[src/rtl/sps_pkg.sv]
// sps_pkg: shared types, constants and codes of the strict priority scheduler
// no dependencies; imported by every module of the block
`default_nettype none
package sps_pkg;

  localparam int NUM_CLASSES = 5;
  localparam int STORE_DEPTH = 1024;
  localparam int TAG_BITS    = 16;
  localparam int MAX_DRAIN   = 64;

  localparam int CLS_W    = 3;
  localparam int IDX_W    = $clog2(STORE_DEPTH);
  localparam int CNT_W    = $clog2(STORE_DEPTH + 1);
  localparam int MAXP_W   = 7;
  localparam int AVG_W    = 16;
  localparam int DEPTH_W  = 11;
  localparam int DIVR_W   = AVG_W + 3;
  localparam int CFG_IDX_W = 4;

  localparam int OQ_DEPTH = 4;
  localparam int OQ_PTR_W = 2;

  localparam logic [AVG_W-1:0]   AVG_RESET   = 16'd1200;
  localparam logic [DEPTH_W-1:0] DEPTH_RESET = 11'd256;

  localparam logic [CFG_IDX_W-1:0] REG_AVG   = 4'd0;
  localparam logic [CFG_IDX_W-1:0] REG_DEPTH = 4'd1;

  typedef enum logic [1:0] {
    CMD_ENQ   = 2'd0,
    CMD_DRAIN = 2'd1,
    CMD_BW    = 2'd2,
    CMD_CLEAR = 2'd3
  } cmd_e;

  typedef enum logic [2:0] {
    KIND_ENQ   = 3'd0,
    KIND_DROP  = 3'd1,
    KIND_SENT  = 3'd2,
    KIND_EMPTY = 3'd3,
    KIND_DONE  = 3'd4
  } kind_e;

  typedef struct packed {
    logic [1:0]          command;
    logic [2:0]          priority_class;
    logic [TAG_BITS-1:0] packet_tag;
    logic                dst_present;
    logic [TAG_BITS-1:0] dst_tag;
    logic [6:0]          drain_max;
    logic [31:0]         rate_target;
  } in_item_t;

  typedef struct packed {
    logic [2:0]          kind;
    logic [TAG_BITS-1:0] out_tag;
    logic [TAG_BITS-1:0] out_dst;
    logic [2:0]          out_class;
    logic                evicted_valid;
    logic [TAG_BITS-1:0] evicted_tag;
    logic [10:0]         queued_total;
    logic [31:0]         dropped_count;
    logic [31:0]         sent_count;
    logic [63:0]         sent_byte_count;
    logic [31:0]         current_target;
    logic                last;
  } out_item_t;

  typedef struct packed {
    cmd_e                cmd;
    logic [CLS_W-1:0]    cls;
    logic [TAG_BITS-1:0] tag;
    logic                dst_present;
    logic [TAG_BITS-1:0] dst;
    logic [MAXP_W-1:0]   maxp;
    logic [31:0]         target;
  } cmd_t;

endpackage
`default_nettype wire

[src/rtl/sps_outq.sv]
// sps_outq: four-entry result queue between the back end and the result port
// uses sps_pkg
`default_nettype none
module sps_outq (
  input  wire logic               clk_i,
  input  wire logic               rst_ni,
  input  wire logic               push_i,
  input  wire sps_pkg::out_item_t data_i,
  output logic                    full_o,
  input  wire logic               pop,
  output logic                    empty,
  output sps_pkg::out_item_t      out_item_o
);
  import sps_pkg::*;

  out_item_t             mem_q [OQ_DEPTH];
  logic [OQ_PTR_W-1:0]   wr_q, rd_q;
  logic [OQ_PTR_W:0]     cnt_q;
  logic                  push_ok, pop_ok;

  assign full_o     = (cnt_q == (OQ_PTR_W+1)'(OQ_DEPTH));
  assign empty      = (cnt_q == '0);
  assign push_ok    = push_i && !full_o;
  assign pop_ok     = pop && !empty;
  assign out_item_o = mem_q[rd_q];

  always_ff @(posedge clk_i or negedge rst_ni) begin
    if (!rst_ni) begin
      wr_q  <= '0;
      rd_q  <= '0;
      cnt_q <= '0;
    end else begin
      if (push_ok) begin
        wr_q <= wr_q + 1'b1;
      end
      if (pop_ok) begin
        rd_q <= rd_q + 1'b1;
      end
      cnt_q <= cnt_q + (OQ_PTR_W+1)'(push_ok) - (OQ_PTR_W+1)'(pop_ok);
    end
  end

  always_ff @(posedge clk_i) begin
    if (push_ok) begin
      mem_q[wr_q] <= data_i;
    end
  end

endmodule
`default_nettype wire

[config.mk]
export PLATFORM = sky130hd
export DESIGN_NAME = sps_outq
export DESIGN_NICKNAME = d
export VERILOG_FILES = /design/src/rtl/sps_pkg.sv /design/src/rtl/sps_outq.sv
export SDC_FILE = /design/constraint.sdc
export NUM_CORES = 1
export LEC_CHECK = 0
export BUFFER_PORTS_ARGS = -buffer_cell sky130_fd_sc_hd__buf_2
export CORE_ASPECT_RATIO = 2
export CORE_UTILIZATION = 51
export DETAILED_ROUTE_END_ITERATION = 8
export PLACE_DENSITY = 0.82
export SYNTH_ARGS = -nofsm -noshare
export SYNTH_HDL_FRONTEND = slang
export SYNTH_SLANG_ARGS = --single-unit
export TNS_END_PERCENT = 50
[constraint.sdc]
create_clock -name clk_i -period 6.79 [get_ports clk_i]
set_input_delay 1.0185 -clock clk_i [delete_from_list [all_inputs] [get_ports clk_i]]
set_output_delay 1.0185 -clock clk_i [all_outputs]
set_load 0.05 [all_outputs]
==> results <==
- Counting cells, the worst reg-to-reg path comes to 3.
- The residual overflow from global routing is 0.
- The tightest min-delay check is of the in -> async type.
- The horizontal die dimension is 183 um.
- Once the clock tree was built, the setup fixing pass inserted 0 buffers.
- The portion of total power attributed to combinational logic is 0.383.
- For the final database, setup skew stands at 0.0201 ns.
- Setup slack on the worst reg-to-reg path comes out at 4.01 ns.
- The number of sinks handled by clock tree synthesis is 915.
- The worst-case IR drop observed on VDD is 0.000392 V.
- The average size of a mapped cell is 27.3 um2.
- The largest fanout on the critical path is 67.
- The via count of the first global-routing pass is 16,000.
- The later pin in the worst-skew pair is clocked with a latency of 0.65 ns.
- The synthesized design contains 915 register bits.
- For this run, the total global-route usage over all layers was measured as 0.199.
- The worst setup path is of the reg -> out kind.
- The internal power is 12.2 mW.
- The largest net degree at the start of global routing is 161.
- The total number of placement rows is 132.
- The clock passes through at most 3 buffers.
- The required arrival time at the worst endpoint is 5.77 ns.
- The number of antenna violations at the first check in global routing is 26.
- The number of vias per cell after detailed routing is 5.58.
- The category of cells accounting for the largest share of critical-path delay is flip-flops.
- The utilization after layout is 0.604.
- The worst register-to-register path begins at cnt_q[2].
- Of the total power, registers draw 0.393.
- The cell with the biggest individual delay on the critical path is dfrtp_4.
- The total placed cells including tap cells is 2,519.
- The switching portion of total power is 0.390.
- The hold violation count in the final report was 0.
- The critical path goes through buf_12 > mux4_2 > buf_2.
- Of the synthesized area, sequential elements account for 0.820.
- The library cell used as clock root buffer is clkbuf_16.
- The library cell used most frequently in the layout, excluding fill and tap cells, is edfxtp_1.
- In the routed design, unresolved DRC markers number 0.
- The analysis attributes to net switching a power of 7.80 mW.
- TritonCTS built the clock tree.
- The number of max-capacitance violations reported is 0.
- Relative to the synthesized area, the layout overhead comes to 16.8%.
- Setup repair after global routing left no endpoint under its margin.
- The wire-length estimate of the detail-placed layout is 39.3 mm.
- The H-tree depth reported by CTS is 3.
- The via total after detailed routing is 14,900.
- Of the available clock period, the critical path in the final layout requires 0.627.
- The share of final-layout standard cells stronger than drive strength 1 is 0.459.
- The top-level port count is 460.
- The total power per unit cell area is 512 nW/um2.
- Leaving out fill and tap cells, the most frequent cells in the layout are edfxtp_1, buf_2, mux4_2.
- Total power for the finished layout comes to 20.0 mW.
- The mapped netlist covers 33,400 um2.
- The unique cell type count in the Yosys netlist is 21.
- For this run, the slowest stage of the critical path takes 1.05 ns.
- After detailed routing, the average wire length per cell comes to 24.7 um.
- The first detailed-routing pass ran for 4 iterations.
- The number of warning messages in the yosys log is 0.
- The first global-routing pass estimated 96.6 mm of wire.
- The reported leakage power is 13.1 nW.
- STA classifies the critical path endpoint as a primary output.
- The fraction of power consumed by the clock network is 0.225.
- The tightest hold path in the finished design has a slack of 0.203 ns.
- The placeable core region is 64,700 um2.
- Setup violations remaining at the end of the flow were counted as 0.
- For the pin with the worst max-slew slack, the measured transition is 1.20 ns.
- The worst register-to-register path ends at mem_q[1][62].
- The number of buffers added by the clock tree synthesis step is 76.
- The total wirelength of the detailed-routed design is 65.9 mm.
- The worst setup margin is 2.53 ns.
- The post-synth net total is 1,465.
- In this run the remaining antenna-violating nets after routing total 0.
- The number of fillers in the final layout is 4,422.
- Post-CTS repair changed the size of 0 cells.
- STA puts the critical path data arrival time at 3.24 ns.
- Based on the critical path, the design can be clocked at up to 0.235 GHz.
- At the end of the flow, the number of nets in the layout was 1,964.
- Hold repair after CTS inserted 0 buffers.
- The die is 364 um tall.
- During placement, the flow inserted port buffers numbering 459.
- The floorplan step defined a die boundary enclosing 66,700 um2.
- The initial utilization of the core area, before any placement, comes to 0.517.
- The final instance count without filler cells is 2,671.
- STA classifies the critical path startpoint as a flop.
- The clock-pin slew reported for the worst setup and hold paths after clock tree synthesis is 0.07 ns.
- For this block, the initial DRC count from the detailed router was 1,118.
- The last weighted congestion value of the routability-driven placer is 0.741.
- The cell count after synthesis came out at 1,227.
- The flow ran to the end, and the final reports show no timing, DRC or antenna violations.
- The count of pins over their slew limit is 0.
- In this run the tightest slew margin relative to its limit is 0.203.
- The worst slack at placement is 3.13 ns.
- The count of buffer and inverter cells on the critical path is 2.
- The time the worst path needs with I/O delays and setup is 4.26 ns.
sequential cells by signal (all words and copies together) (netlist names):
signal and flops:
wr_q 2, cnt_q 3, mem_q 908, rd_q 2
how the worst max path moves through the flow:
stage	slack, ns	depth (start not counted)	from	end
detailed placement	3.13	3	rd_q[0]	out_item_o[83]
floorplan	-0.07	1	push_i	mem_q[2][0]
global route	2.33	3	rd_q[0]	out_item_o[204]
CTS	2.39	3	rd_q[0]	out_item_o[207]
finish	2.53	3	rd_q[0]	out_item_o[83]
global placement	3.14	3	rd_q[0]	out_item_o[208]
layer usage:
layer / wire [um] / vias to the layer above / GRT usage / part of all wire
li1: - / 6341 / - / -
met1: 22400 / 7734 / 0.217 / 0.34
met2: 34400 / 650 / 0.340 / 0.52
met3: 6040 / 153 / 0.0676 / 0.092
met4: 2920 / 24 / 0.109 / 0.044
met5: 146 / - / 0 / 0.0022
per-stage QoR:
stage | TNS (ns) | area [um2]
floorplan | -34.01 | 33400
global placement | 0 | 36500
detailed placement | 0 | 36500
CTS | 0 | 39000
global route | 0 | 39100
finish | 0 | 39100
worst reg2reg max path: cells and delay by family, from the launching register on:
kind,cells,cell delay (ns)
buffers and inverters,1,0.74
DFF,1,0.45
and+or+nand+nor,2,1.01
cell usage after synthesis:
| master | number | area, um2 |
|---|---|---|
| nor3_1 | 1 | 5.00 |
| and3b_1 | 4 | 35.0 |
| dfrtp_1 | 7 | 175 |
| clkbuf_1 | 2 | 7.51 |
| fa_1 | 1 | 20.0 |
| o31ai_1 | 1 | 7.51 |
| nand4bb_1 | 2 | 22.5 |
| nand2_1 | 1 | 3.75 |
| mux4_2 | 227 | 5110 |
| nand2b_1 | 4 | 25.0 |
| buf_2 | 23 | 115 |
| buf_6 | 3 | 33.8 |
| o311ai_0 | 1 | 8.76 |
| ha_1 | 6 | 75.1 |
| inv_1 | 6 | 22.5 |
| buf_4 | 1 | 7.51 |
| edfxtp_1 | 908 | 27300 |
| buf_12 | 22 | 440 |
| xnor2_1 | 4 | 35.0 |
| o211ai_1 | 2 | 15.0 |
| nor3b_2 | 1 | 12.5 |
logic make-up after synthesis:
family / share of synthesized area
AND/OR/NAND/NOR: 0.00310
adder cells (fa/ha/maj): 0.00284
multiplexers: 0.153
buffers and inverters: 0.0187
XOR/XNOR: 0.00105
flip-flops: 0.820
AO/OA/AOI/OAI: 0.000935
area by class of cell:
type	count	area, um2	share of cell area
Multi-Input combinational cell	255	5390	0.138
Inverter	6	22.5	0.000576
Tap cell	871	1090	0.0279
Sequential cell	915	27400	0.702
Clock inverter	47	557	0.0142
Clock buffer	91	2020	0.0517
Timing Repair Buffer	472	2510	0.0642
Antenna cell	14	35.0	0.000897
power by group through the flow:
stage | logic (mW) | registers, mW | clock network [mW]
2_1_floorplan | 6.34 | 7.88 | 0
3_3_place_gp | 7.67 | 7.90 | 0
3_5_place_dp | 7.71 | 7.99 | 0
4_1_cts | 7.76 | 7.89 | 4.59
5_1_grt | 7.95 | 7.96 | 4.78
6_report | 7.66 | 7.86 | 4.49
(Power assumes the default switching activity.)
