File: src/rtl/sps_pkg.sv
// sps_pkg: shared types, constants and codes of the strict priority scheduler
// no dependencies; imported by every module of the block
`default_nettype none
package sps_pkg;

  localparam int NUM_CLASSES = 5;
  localparam int STORE_DEPTH = 1024;
  localparam int TAG_BITS    = 16;
  localparam int MAX_DRAIN   = 64;

  localparam int CLS_W    = 3;
  localparam int IDX_W    = $clog2(STORE_DEPTH);
  localparam int CNT_W    = $clog2(STORE_DEPTH + 1);
  localparam int MAXP_W   = 7;
  localparam int AVG_W    = 16;
  localparam int DEPTH_W  = 11;
  localparam int DIVR_W   = AVG_W + 3;
  localparam int CFG_IDX_W = 4;

  localparam int OQ_DEPTH = 4;
  localparam int OQ_PTR_W = 2;

  localparam logic [AVG_W-1:0]   AVG_RESET   = 16'd1200;
  localparam logic [DEPTH_W-1:0] DEPTH_RESET = 11'd256;

  localparam logic [CFG_IDX_W-1:0] REG_AVG   = 4'd0;
  localparam logic [CFG_IDX_W-1:0] REG_DEPTH = 4'd1;

  typedef enum logic [1:0] {
    CMD_ENQ   = 2'd0,
    CMD_DRAIN = 2'd1,
    CMD_BW    = 2'd2,
    CMD_CLEAR = 2'd3
  } cmd_e;

  typedef enum logic [2:0] {
    KIND_ENQ   = 3'd0,
    KIND_DROP  = 3'd1,
    KIND_SENT  = 3'd2,
    KIND_EMPTY = 3'd3,
    KIND_DONE  = 3'd4
  } kind_e;

  typedef struct packed {
    logic [1:0]          command;
    logic [2:0]          priority_class;
    logic [TAG_BITS-1:0] packet_tag;
    logic                dst_present;
    logic [TAG_BITS-1:0] dst_tag;
    logic [6:0]          drain_max;
    logic [31:0]         rate_target;
  } in_item_t;

  typedef struct packed {
    logic [2:0]          kind;
    logic [TAG_BITS-1:0] out_tag;
    logic [TAG_BITS-1:0] out_dst;
    logic [2:0]          out_class;
    logic                evicted_valid;
    logic [TAG_BITS-1:0] evicted_tag;
    logic [10:0]         queued_total;
    logic [31:0]         dropped_count;
    logic [31:0]         sent_count;
    logic [63:0]         sent_byte_count;
    logic [31:0]         current_target;
    logic                last;
  } out_item_t;

  typedef struct packed {
    cmd_e                cmd;
    logic [CLS_W-1:0]    cls;
    logic [TAG_BITS-1:0] tag;
    logic                dst_present;
    logic [TAG_BITS-1:0] dst;
    logic [MAXP_W-1:0]   maxp;
    logic [31:0]         target;
  } cmd_t;

endpackage
`default_nettype wire

File: src/rtl/sps_front.sv
// sps_front: accepts input transactions, saturates class and drain size,
// and holds them in a two-entry command queue; uses sps_pkg
`default_nettype none
module sps_front (
  input  wire logic              clk_i,
  input  wire logic              rst_ni,
  input  wire logic              push,
  output logic                   full,
  input  wire sps_pkg::in_item_t in_item_i,
  output logic                   cmd_valid_o,
  output sps_pkg::cmd_t          cmd_o,
  input  wire logic              cmd_pop_i
);
  import sps_pkg::*;

  cmd_t        slot0_q, slot0_d, slot1_q, slot1_d;
  logic [1:0]  count_q, count_d;
  cmd_t        cls_cmd;
  logic        push_ok, pop_ok;
  logic [1:0]  wpos;

  always_comb begin
    cls_cmd.cmd         = cmd_e'(in_item_i.command);
    cls_cmd.cls         = (32'(in_item_i.priority_class) >= NUM_CLASSES) ?
                          CLS_W'(NUM_CLASSES - 1) : in_item_i.priority_class;
    cls_cmd.tag         = in_item_i.packet_tag;
    cls_cmd.dst_present = in_item_i.dst_present;
    cls_cmd.dst         = in_item_i.dst_tag;
    cls_cmd.maxp        = (32'(in_item_i.drain_max) > MAX_DRAIN) ?
                          MAXP_W'(MAX_DRAIN) : in_item_i.drain_max;
    cls_cmd.target      = in_item_i.rate_target;
  end

  assign full        = (count_q == 2'd2);
  assign cmd_valid_o = (count_q != 2'd0);
  assign cmd_o       = slot0_q;
  assign push_ok     = push && !full;
  assign pop_ok      = cmd_pop_i && (count_q != 2'd0);
  assign wpos        = count_q - {1'b0, pop_ok};

  always_comb begin
    slot0_d = slot0_q;
    slot1_d = slot1_q;
    if (pop_ok) begin
      slot0_d = slot1_q;
    end
    if (push_ok) begin
      if (wpos == 2'd0) begin
        slot0_d = cls_cmd;
      end else begin
        slot1_d = cls_cmd;
      end
    end
    count_d = count_q + {1'b0, push_ok} - {1'b0, pop_ok};
  end

  always_ff @(posedge clk_i or negedge rst_ni) begin
    if (!rst_ni) begin
      count_q <= 2'd0;
    end else begin
      count_q <= count_d;
    end
  end

  always_ff @(posedge clk_i) begin
    slot0_q <= slot0_d;
    slot1_q <= slot1_d;
  end

endmodule
`default_nettype wire

File: config.mk
export PLATFORM = sky130hd
export DESIGN_NAME = sps_front
export DESIGN_NICKNAME = d
export VERILOG_FILES = /design/src/rtl/sps_pkg.sv /design/src/rtl/sps_front.sv
export SDC_FILE = /design/constraint.sdc
export NUM_CORES = 1
export LEC_CHECK = 0
export BUFFER_PORTS_ARGS = -buffer_cell sky130_fd_sc_hd__buf_2
export CAP_MARGIN = 15
export CORE_MARGIN = 2
export CORE_UTILIZATION = 47
export CTS_BUF_LIST = sky130_fd_sc_hd__clkbuf_8 sky130_fd_sc_hd__clkbuf_16
export DETAILED_ROUTE_END_ITERATION = 7
export MAX_ROUTING_LAYER = met4
export PLACE_DENSITY = 0.75
export SETUP_SLACK_MARGIN = 0.02
export SLEW_MARGIN = 20
export SYNTH_ARGS = -nofsm -noshare
export SYNTH_HDL_FRONTEND = slang
export SYNTH_SLANG_ARGS = --single-unit
File: constraint.sdc
create_clock -name clk_i -period 4.4 [get_ports clk_i]
set_input_delay 0.88 -clock clk_i [delete_from_list [all_inputs] [get_ports clk_i]]
set_output_delay 0.88 -clock clk_i [all_outputs]
set_load 0.01 [all_outputs]
==> results.ini, run 1 <==
[pwr]
leakage_nw=3.22
cellPowerDensity_nw_per_um2=756
ir_drop_mv=0.402
power_w=0.00576

[route]
wirelength_mm=11.2
drc=0
wl_per_cell_um=16.1
vias=3427
viasPerCell=4.90
detail-route-antenna-nets=0
drt-pass1-iter-count=4
first_iter_violations=226

[sta]
rsz0062_at_grt=no
setup_viol=0
finalCritPeriodShare_pct=56.2
max_freq_mhz=404
hold_viol=0
finalCriticalPeriod_ps=2470
max_slew_margin_pct=30.1
clock_skew_ps=5.07
final.setup.tns_ps=0
maxSlewViolCount=0
tightest_slew_ps=1050

[synth]
ys.warnings.count=0
syn-instance-count=351
avgSynthCellArea_um2=17.2
synth_nets=434
synth_top_area_cell=edfxtp_1
yosys.cell_types.count=19
synth-seq-area-share_pct=64.5
netlist_top_cells_area=edfxtp_1, dfxtp_1, mux2_2, mux2_4, buf_2
syn_area_um2=6050
synth_top_area_share_pct=38.2
ys_ff_latch=156

[place]
placed_area_um2=6990
gp_congestion=0.679
numPortBuffers=159
dp_hpwl_mm=7.30

[critical_path]
crit_fanout=45
path_delay_family=compound AO/OA/AOI/OAI gates
slowest_delay_ps=660
cp.required_ps=4700
crit_chain=buf_2, o21a_4, buf_4, mux2_2, mux2_2
cp-start-kind=primary input
worstSetupPathType=in -> reg
cp-end-kind=register
path_buf_inv=2
crit_slowest_cell=o21a_4
arrival_ps=2780
path_common_cell=mux2_2

[global_routing]
overflow=0
met1_usage_pct=20.7
grtUsageMet2_pct=26.6
antenna_found_initial=2
grt_pass1_vias=3599
met3_usage_pct=5.81
grt_max_degree=78
busiest_layer=met2
grt_pass1_wl_mm=17.8
grt.total_usage_pct=17.0

[floorplanning]
num_rows=41
initial_core_util_pct=47.9
die_w_um=117
die_h_um=117
coreArea_um2=12600
dieArea_um2=13800
num_io_pins=160

[clock_tree]
clock-sinks=156
clk_pin_slew_ps=60
clk-insertion-delay-late_ps=410
htreeDepth=4
cts_setup_buffers=0
cts_root_buf=clkbuf_16
cts_inserted_buffers=17
ctsResizeCount=0
clockBufferDepth=2
cts_hold_buf=0
cts_tree=done

[layout]
stdcell_area_um2=7620
areaGrowthSynthToFinish_pct=25.9
drive_above_1_share_pct=66.0
fillers=1001
fin_nets=597
finish.utilization_pct=60.4

[run]
max_cap_viol_count=0

[hold_path]
hp-class=in -> async

[outcome]
outcome=finished, final reports clean

[kinds of logic (layout without fill, tap and decap cells)]
group	after synthesis	after routing	share of synthesized area, %
other	0	2	0
and+or+nand+nor	11	11	1.01
adders and majority gates	2	2	0.413
DFF	156	156	64.5
muxes	154	154	31.0
AOI/OAI and AO/OA	4	4	0.496
xor gates and xnor gates	2	2	0.290
buffers and inverters	22	197	2.25
[metal layers]
layer	wire, um	up-vias	share of wire, %
li1	-	1627	-
met1	5190	1667	46
met2	5250	124	47
met3	695	9	6.2
met4	110	0	0.98
met5	0	-	0
[report_power, final]
part / leakage (nW) / internal (W) / total [W] / switching (W)
sequential: 1.39 / 0.00209 / 0.00231 / 0.000221
clock: 0.317 / 0.000980 / 0.00151 / 0.000525
combinational: 1.51 / 0.00111 / 0.00195 / 0.000845
[metrics by stage]
step | cells | worst slack [ps] | hold slack, ps
after global routing | 700 | 1840 | 225
after floorplan | 351 | 932 | 467
after detailed placement | 667 | 1480 | 543
after global placement | 667 | 1530 | 512
final | 700 | 1930 | 246
after CTS | 698 | 1940 | 223
[state kept, by name, summed over array words and instances (netlist names)]
register,flops
slot1_q,77
cmd_o,77
count_q,2
[path summary, 6_finish.rpt]
| kind | startpoint | end | slack [ps] | cells after the start |
|---|---|---|---|---|
| hold reg to reg | count_q[1]$_DFF_PN0_ | count_q[1]$_DFF_PN0_ | 550 | 1 |
| min in group clk_i | count_q[1]$_DFF_PN0_ | count_q[1]$_DFF_PN0_ | 550 | 1 |
| setup reg to reg | count_q[0]$_DFF_PN0_ | cmd_o[38]$_DFF_P_ | 2100 | 4 |
| hold / removal | rst_ni | count_q[1]$_DFF_PN0_ | 250 | 1 |
| setup / recovery | cmd_pop_i | cmd_o[38]$_DFF_P_ | 1930 | 5 |
| max in group asynchronous | rst_ni | count_q[0]$_DFF_PN0_ | 4050 | 1 |
[layout by cell type (no fill, tap or decap)]
cell / instances
nand2_1: 2
clkinv_2: 3
bufinv_16: 4
xnor2_1: 2
clkbuf_16: 17
buf_2: 159
o211ai_4: 1
diode_2: 2
nor2b_1: 8
buf_4: 3
dfrtp_1: 2
o21a_4: 1
edfxtp_1: 77
o21ai_0: 1
a21oi_4: 1
clkbuf_8: 3
inv_1: 6
nor2_1: 1
dfxtp_1: 77
clkinv_1: 1
mux2_2: 116
buf_6: 1
mux2_4: 38
ha_1: 2
[area by class of cell]
cell class | count | area [um2] | area share, %
multi-input combinational | 173 | 2040 | 26.7
timing repair buffer | 163 | 830 | 10.9
clock buffer | 20 | 467 | 6.12
tap | 172 | 215 | 2.82
clock inverter | 11 | 150 | 1.97
sequential | 156 | 3900 | 51.2
antenna | 2 | 5.00 | 0.0657
inverter | 3 | 11.3 | 0.148
[cell usage after synthesis]
library cell	instances
dfxtp_1	77
dfrtp_1	2
buf_6	4
clkbuf_1	2
o211ai_2	1
inv_1	3
nor2_1	1
nor2b_1	8
xnor2_1	2
mux2_4	38
nand2_1	2
o21a_1	1
o21ai_0	1
ha_1	2
buf_2	10
mux2_2	116
edfxtp_1	77
buf_4	3
a21oi_1	1
No activity file was read; power rests on OpenSTA's default activity.
==> run 2: changes to the inputs <==
clock period = 2.1 ns   (was 4.4 ns; I/O delays follow)
==> results.ini, run 2 (synthesized netlist as in run 1, its figures left out) <==
[route]
wl_per_cell_um=15.5
drc=0
first_iter_violations=195
detail-route-antenna-nets=0
vias=3399
drt-pass1-iter-count=4
wirelength_mm=10.9
viasPerCell=4.83

[place]
dp_hpwl_mm=7.48
placed_cells=671
numPortBuffers=159
gp_congestion=0.713

[layout]
finish.utilization_pct=61.0
antenna-diode-count=0
final_cell_mix=buf_2, mux2_2, dfxtp_1, edfxtp_1, mux2_4
drive_above_1_share_pct=66.9
final_cells=704
fillers=975
areaGrowthSynthToFinish_pct=27.2
fin_nets=602
layout_commonest_cell=buf_2

[floorplanning]
dieArea_um2=13800
num_io_pins=160
num_rows=41
initial_core_util_pct=47.9
coreArea_um2=12600
die_w_um=117
die_h_um=117

[pwr]
ir_drop_mv=0.783
leakage_nw=3.23
cellPowerDensity_nw_per_um2=1560

[clock_tree]
cts_inserted_buffers=17
htreeDepth=4
cts_root_buf=clkbuf_16
clk_pin_slew_ps=60
clk-insertion-delay-late_ps=420
clock-sinks=156
ctsResizeCount=0
clockBufferDepth=2
cts_tree=done

[critical_path]
crit_slowest_cell=dfrtp_1
path_buf_inv=2
arrival_ps=2180
cp-start-kind=register
crit_chain=o21a_4, buf_12, ha_1, inv_1, ha_1, xnor2_1, xnor2_1
cp.required_ps=2430
crit_fanout=20
r2r_slack_ps=250
path_delay_family=adder cells
slowest_delay_ps=440
cp-end-kind=register
worstSetupPathType=reg -> reg

[sta]
max_freq_mhz=541
rsz0062_at_grt=no
max_slew_margin_pct=72.8
finalCriticalPeriod_ps=1850
finalCritPeriodShare_pct=88.0
hold_viol=0
tightest_slew_ps=407
clock_skew_ps=6.78
setup_viol=0
final.setup.tns_ps=0
maxSlewViolCount=0

[global_routing]
grt_max_degree=48
grt_pass1_vias=3649
grt_pass1_wl_mm=18.0
grt.total_usage_pct=17.2
antenna_found_initial=0
overflow=0

[run]
max_cap_viol_count=0

[hold_path]
hp-class=in -> reg

[outcome]
outcome=finished, final reports clean

## run 2: timing repair
item	4_1_cts	5_1_grt
hold buffers	1	0
setup buffers	0	0
hold endpoints to repair	2	0
## run 2: cell type report
| type | instances | area (um2) | area share [%] |
|---|---|---|---|
| clock buffer | 21 | 480 | 6.24 |
| clock inverter | 11 | 119 | 1.54 |
| inverter | 3 | 11.3 | 0.146 |
| multi-input combinational | 173 | 2040 | 26.5 |
| sequential | 156 | 3900 | 50.7 |
| tap | 172 | 215 | 2.80 |
| timing repair buffer | 168 | 928 | 12.1 |
## run 2: through the flow
| stage | area [um2] | worst slack [ps] | total power [W] | hold slack, ps |
|---|---|---|---|---|
| 6_report | 7700 | 252 | 0.0120 | 186 |
| 5_1_grt | 7700 | 156 | 0.0127 | 167 |
| 4_1_cts | 7700 | 231 | 0.0122 | 166 |
| 3_5_place_dp | 7090 | 194 | 0.00912 | 212 |
| 3_3_place_gp | 7090 | 223 | 0.00895 | 210 |
| 2_1_floorplan | 6060 | -76.2 | 0.00770 | 124 |
## run 2: report_power, final
group | switching, W | internal (W)
Clock | 0.00115 | 0.00186
Sequential | 0.000454 | 0.00436
Combinational | 0.00179 | 0.00241
## run 2: path summary, 6_finish.rpt
kind                            cells after the start                    end                  from
max in group asynchronous                           2   count_q[0]$_DFF_PN0_                rst_ni
min in group asynchronous                           2   count_q[1]$_DFF_PN0_                rst_ni
worst min-delay path                                1  slot1_q[12]$_DFFE_PP_         in_item_i[12]
worst max register to register                      7   count_q[1]$_DFF_PN0_  count_q[0]$_DFF_PN0_
worst min register to register                      1   count_q[1]$_DFF_PN0_  count_q[1]$_DFF_PN0_
worst max-delay path                                7   count_q[1]$_DFF_PN0_  count_q[0]$_DFF_PN0_
## run 2: per-layer routing
metal	wire length, um	up-vias	track usage, %
met5	0	-	-
met4	213	0	6.70
met3	774	17	6.35
met2	5110	121	26.6
met1	4850	1621	20.4
li1	-	1640	-
